[src/rtl/cau_pkg.sv]
// ----------------------------------------------------------------------------
// Complex arithmetic unit package
// Shared function codes, the control record that travels with each item and
// the default word format.
// ----------------------------------------------------------------------------
package cau_pkg;

    localparam int unsigned CAU_WORD_BITS = 32;
    localparam int unsigned CAU_FRAC_BITS = 16;

    typedef enum logic [2:0] {
        FUNC_ADD  = 3'd0,
        FUNC_SUB  = 3'd1,
        FUNC_MUL  = 3'd2,
        FUNC_DIV  = 3'd3,
        FUNC_MAG  = 3'd4,
        FUNC_QUOT = 3'd5,
        FUNC_REM  = 3'd6
    } func_t;

    typedef struct packed {
        func_t func;
        logic  dz;
        logic  ovf;
        logic  neg_re;
        logic  neg_im;
        logic  big_re;
        logic  big_im;
    } ctrl_t;

endpackage

[src/rtl/cau_iter.sv]
// ----------------------------------------------------------------------------
// Complex arithmetic unit iteration stage
// One registered step of the two restoring dividers and of the integer
// square root; the stage index selects the bit that it settles.
// ----------------------------------------------------------------------------
module cau_iter #(
    parameter int unsigned WORD_BITS = cau_pkg::CAU_WORD_BITS,
    parameter int unsigned IDX       = 0
) (
    input  logic                         aclk,
    input  logic                         aresetn,
    input  logic                         in_valid,
    output logic                         in_ready,
    input  cau_pkg::ctrl_t               in_ctrl,
    input  logic [2*WORD_BITS-1:0]       in_den,
    input  logic [2*WORD_BITS-1:0]       in_r_re,
    input  logic [2*WORD_BITS-1:0]       in_r_im,
    input  logic [WORD_BITS:0]           in_nlo_re,
    input  logic [WORD_BITS:0]           in_nlo_im,
    input  logic [WORD_BITS:0]           in_q_re,
    input  logic [WORD_BITS:0]           in_q_im,
    input  logic [WORD_BITS+1:0]         in_rem,
    input  logic [WORD_BITS-1:0]         in_root,
    input  logic [6*WORD_BITS-1:0]       in_side,
    output logic                         out_valid,
    input  logic                         out_ready,
    output cau_pkg::ctrl_t               out_ctrl,
    output logic [2*WORD_BITS-1:0]       out_den,
    output logic [2*WORD_BITS-1:0]       out_r_re,
    output logic [2*WORD_BITS-1:0]       out_r_im,
    output logic [WORD_BITS:0]           out_nlo_re,
    output logic [WORD_BITS:0]           out_nlo_im,
    output logic [WORD_BITS:0]           out_q_re,
    output logic [WORD_BITS:0]           out_q_im,
    output logic [WORD_BITS+1:0]         out_rem,
    output logic [WORD_BITS-1:0]         out_root,
    output logic [6*WORD_BITS-1:0]       out_side
);

    localparam int unsigned W  = WORD_BITS;
    localparam int unsigned QB = W + 1;
    localparam int unsigned DW = 2 * W;
    localparam int unsigned RW = W + 2;

    logic           v_reg;
    logic           en;
    logic [DW:0]    rs_re, rs_im;
    logic           ge_re, ge_im;
    logic [DW-1:0]  r_re_next, r_im_next;
    logic [QB-1:0]  q_re_next, q_im_next;
    logic [RW-1:0]  rem_next;
    logic [W-1:0]   root_next;

    cau_pkg::ctrl_t ctrl_reg;
    logic [DW-1:0]  den_reg, r_re_reg, r_im_reg;
    logic [QB-1:0]  nlo_re_reg, nlo_im_reg, q_re_reg, q_im_reg;
    logic [RW-1:0]  rem_reg;
    logic [W-1:0]   root_reg;
    logic [6*W-1:0] side_reg;

    assign en       = !v_reg || out_ready;
    assign in_ready = en;

    always_comb begin
        rs_re     = {in_r_re, in_nlo_re[QB-1-IDX]};
        rs_im     = {in_r_im, in_nlo_im[QB-1-IDX]};
        ge_re     = rs_re >= {1'b0, in_den};
        ge_im     = rs_im >= {1'b0, in_den};
        r_re_next = ge_re ? DW'(rs_re - {1'b0, in_den}) : rs_re[DW-1:0];
        r_im_next = ge_im ? DW'(rs_im - {1'b0, in_den}) : rs_im[DW-1:0];
        q_re_next = in_q_re;
        q_im_next = in_q_im;
        q_re_next[QB-1-IDX] = ge_re;
        q_im_next[QB-1-IDX] = ge_im;
    end

    generate
        if (IDX < W) begin : g_root
            logic [RW:0] remsh, trial;
            logic        sge;
            always_comb begin
                remsh     = {in_rem[W:0], in_den[DW-1-2*IDX -: 2]};
                trial     = ((RW+1)'(in_root >> (W - IDX)) << 2) | (RW+1)'(1);
                sge       = remsh >= trial;
                rem_next  = sge ? RW'(remsh - trial) : remsh[RW-1:0];
                root_next = in_root;
                root_next[W-1-IDX] = sge;
            end
        end else begin : g_hold
            always_comb begin
                rem_next  = in_rem;
                root_next = in_root;
            end
        end
    endgenerate

    always_ff @(posedge aclk) begin
        if (!aresetn) begin
            v_reg <= 1'b0;
        end else if (en) begin
            v_reg <= in_valid;
        end
    end

    always_ff @(posedge aclk) begin
        if (en && in_valid) begin
            ctrl_reg   <= in_ctrl;
            den_reg    <= in_den;
            r_re_reg   <= r_re_next;
            r_im_reg   <= r_im_next;
            nlo_re_reg <= in_nlo_re;
            nlo_im_reg <= in_nlo_im;
            q_re_reg   <= q_re_next;
            q_im_reg   <= q_im_next;
            rem_reg    <= rem_next;
            root_reg   <= root_next;
            side_reg   <= in_side;
        end
    end

    assign out_valid  = v_reg;
    assign out_ctrl   = ctrl_reg;
    assign out_den    = den_reg;
    assign out_r_re   = r_re_reg;
    assign out_r_im   = r_im_reg;
    assign out_nlo_re = nlo_re_reg;
    assign out_nlo_im = nlo_im_reg;
    assign out_q_re   = q_re_reg;
    assign out_q_im   = q_im_reg;
    assign out_rem    = rem_reg;
    assign out_root   = root_reg;
    assign out_side   = side_reg;

endmodule

[config.mk]
export PLATFORM = sky130hd
export DESIGN_NAME = cau_iter
export DESIGN_NICKNAME = d
export VERILOG_FILES = /design/src/rtl/cau_pkg.sv /design/src/rtl/cau_iter.sv
export SDC_FILE = /design/constraint.sdc
export NUM_CORES = 1
export LEC_CHECK = 0
export BUFFER_PORTS_ARGS = -buffer_cell sky130_fd_sc_hd__buf_4
export CORE_AREA = 3 3 461 463
export CTS_CLUSTER_DIAMETER = 60
export DETAILED_ROUTE_END_ITERATION = 10
export DIE_AREA = 0 0 464 466
export GPL_TIMING_DRIVEN = 0
export SLEW_MARGIN = 25
export SYNTH_ARGS = -nofsm -noshare
export SYNTH_HDL_FRONTEND = slang
export SYNTH_SLANG_ARGS = --single-unit
[constraint.sdc]
create_clock -name aclk -period 17.9 [get_ports aclk]
set_clock_uncertainty 0.2 [all_clocks]
set_input_delay 0.895 -clock aclk [delete_from_list [all_inputs] [get_ports aclk]]
set_output_delay 0.895 -clock aclk [all_outputs]
set_load 0.01 [all_outputs]
==> results.md <==
- Final ANT Viol Nets: 0
- Via density: 4.01
- Top-count cell post-synth: edfxtp_1
- Tot Pwr: 4620 uW
- Power per cell area: 104 mW/mm^2
- Effective utilization at floorplan: 13.6%
- Arr. time, crit path: 5840 ps
- Initial antenna violation count: 112
- Post-Synth Simple-Gate Area: 10.1%
- Avg Cell Area, Syn: 12.6 um^2
- Num rows: 168
- Synth area leaders: edfxtp_1 63%, ha_1 5.7%, a21oi_1 3.1%
- Core ar.: 0.209 mm^2
- First-pass GRT wire length: 264000 um
- Number of max-cap violations: 0
- Distinct cells, synth: 83
- HP Class: primary input to flip-flop
- PortBufs: 1183
- Final period util: 31.2%
- Drt total wl: 211000 um
- Hold endpoint: out_root[28]
- GPL Wtd Cong: 0.937
- Worst reg-to-reg path cell count: 6
- WHS Path Cells: 1
- Reg2reg start: out_valid
- Most used DFF post-synth: edfxtp_1
- Worst VDD drop: 0.0714 mV
- Largest family of logic cells by synthesized area: compound AO/OA/AOI/OAI gates
- Area grow syn2layout: 57.3%
- Clock buffer count from CTS: 99
- CP max FO: 10
- Routed len/inst: 32.6 um
- Cell Area, Synth: 0.0284 mm^2
- Post-Synth Adder-Cell Area: 5.88%
- Crit path time final: 5580 ps
- Syn nets: 2978
- CTS Buffer Depth: 3
- Final nets: 4278
- RSZ-0062 raised after global routing: false
- Die area: 0.216 mm^2
- Root Buffer: clkbuf_16
- Clk_lat worst skew: 690 ps
- XOR/XNOR Fraction of Synth Area: 3.95%
- Via Count: 25923
- Router iterations before antenna repair: 7
- Seq cells post-synth: 592
- Vias in the first global route: 25576
- Hold path startpoint: in_root[28]
- Sum Neg Setup Slack: 0 ps
- Ys async rst share: 0%
- Die span in y: 466 um
- Io pins: 1188
- Worst Tran Pin Value: 1050 ps
- Final Util: 21.3%
- Drt initial violations: 1750
- Syn Inst Count: 2251
- Final Max Tran Viols: 0
- Final Hold Fails: 0
- Post CTS Setup Buffer Count: 0
- Grt ovf: 0
- Max-Slew Margin vs Limit: 29.8%
- H-Tree Depth: 3
- CTS tree: done
- Final setup violating endpoints: 0
- Fmax achieved: 179 MHz
- Status: completed
- Total clock sinks: 592
- Critical R2R Capture: out_q_re[31]
- Static Leak: 0.0179 uW
- CP endpoint kind: flip-flop
- CTS Hold Bufs: 0
- Synth cell count leaders: 591 x edfxtp_1, 201 x nand2_1, 174 x a21oi_1
- Number of synthesized flops with an enable pin: 591
- Synth warn: 0
- Largest net degree at the start of global routing: 56
- Clock transition at path regs: 70 ps
- Synth Area in Compound Gates: 11.9%
- Final WS setup: 12320 ps
- R2r setup slk: 15120 ps
- CP required: 18160 ps
- HPWL after DPL: 183000 um
- Resized cells post-CTS: 0
- Area leader, netlist: edfxtp_1
- Mux cell area share after synthesis: 2.65%
- WS Path Type: primary input to flip-flop
- CP startpoint kind: primary input
- DRC viols: 0
- Part of the Yosys area used for sequential elements: 62.7%
- Yosys top cell area share: 62.6%
- Dpl ws: 11300 ps
- Share of layout cells above drive strength 1: 40.8%
- Post-DP Area: 0.0412 mm^2
- Tot GR Track Use: 18.7%
- Final Cell Area: 0.0446 mm^2
- Die W: 464 um
-- cell usage in the layout, fill, tap and decap left out, types with 17 or more instances in the layout --
master,count
nor3_1,49
buf_2,26
a211oi_1,18
nand4_1,56
inv_6,18
nand2b_1,22
nand3_1,37
nand2_1,201
inv_1,115
ha_1,130
nor4_1,17
edfxtp_1,591
o21bai_1,32
a21oi_1,174
buf_4,1187
nor2_1,114
mux2_2,57
o31ai_1,20
xor2_1,59
diode_2,27
clkbuf_16,100
xnor2_1,69
o211ai_1,19
o21ai_0,146
clkbuf_1,62
a21o_1,41
-- layer usage --
layer  global-route usage [%]  vias up  share of wire (%)
li1                         -    11179                  -
met1                     18.8    12917                 34
met2                     34.4     1377                 52
met3                     6.13      394                7.7
met4                     9.16       56                5.9
met5                        0        -               0.18
-- cells by family (layout without fill, tap and decap cells) --
kind of cell             after synthesis  in the layout
other                                  0             27
flip-flops                           592            592
XOR/XNOR                             128            128
adder cells (fa/ha/maj)              132            132
multiplexers                          67             67
buffers and inverters                201           1581
AND/OR/NAND/NOR                      585            585
AO/OA/AOI/OAI                        546            546
-- stage by stage --
stage | hold WS (ps) | instances
2_1_floorplan | 410 | 2251
3_3_place_gp | 326 | 6239
3_5_place_dp | 362 | 6255
4_1_cts | 6.84 | 6436
5_1_grt | 41.7 | 6447
6_report | 117 | 6463
-- sequential cells by signal, summed over array words and instances, names as in the netlist --
register and flops:
out_ctrl 9, out_den 64, out_nlo_im 33, out_nlo_re 33
out_q_im 33, out_q_re 33, out_r_im 64, out_r_re 64
out_rem 34, out_root 32, out_side 192, out_valid 1
-- critical path: stages --
cell and delay, ps:
buf_4 120, inv_1 180, ha_1 500, nand2_1 290, o21ai_0 150, a21o_1 200
a21oi_1 660, o21ai_1 230, a21oi_1 630, a31o_2 650, and2_1 230, buf_4 280
buf_4 340, mux2_1 410
-- worst max path at each step --
| stage | startpoint | to | slack (ps) | cells after the start |
|---|---|---|---|---|
| 2_1_floorplan | out_ready | out_ctrl[0] | 2200 | 2 |
| 3_3_place_gp | out_ready | out_q_re[29] | -6100 | 3 |
| 3_5_place_dp | in_den[36] | out_r_re[61] | 11300 | 14 |
| 4_1_cts | in_den[36] | out_r_re[61] | 12130 | 14 |
| 5_1_grt | in_den[36] | out_r_re[61] | 12200 | 14 |
| 6_report | in_den[36] | out_r_re[61] | 12320 | 14 |
-- area by class of cell --
| cell class | instances | area [um^2] |
|---|---|---|
| antenna | 27 | 67.6 |
| tap | 2805 | 3510 |
| sequential | 592 | 17800 |
| clock buffer | 112 | 2550 |
| inverter | 117 | 439 |
| fill | 22637 | 165000 |
| clock inverter | 69 | 832 |
| buffer | 84 | 390 |
| multi-input combinational | 1458 | 9790 |
| timing repair buffer | 1199 | 9250 |
-- report_power, final --
| group | switching (uW) | internal (uW) |
|---|---|---|
| clock | 816 | 1180 |
| sequential | 34.2 | 1660 |
| combinational | 557 | 369 |
Note: power is estimated with default switching activity, not from simulation.
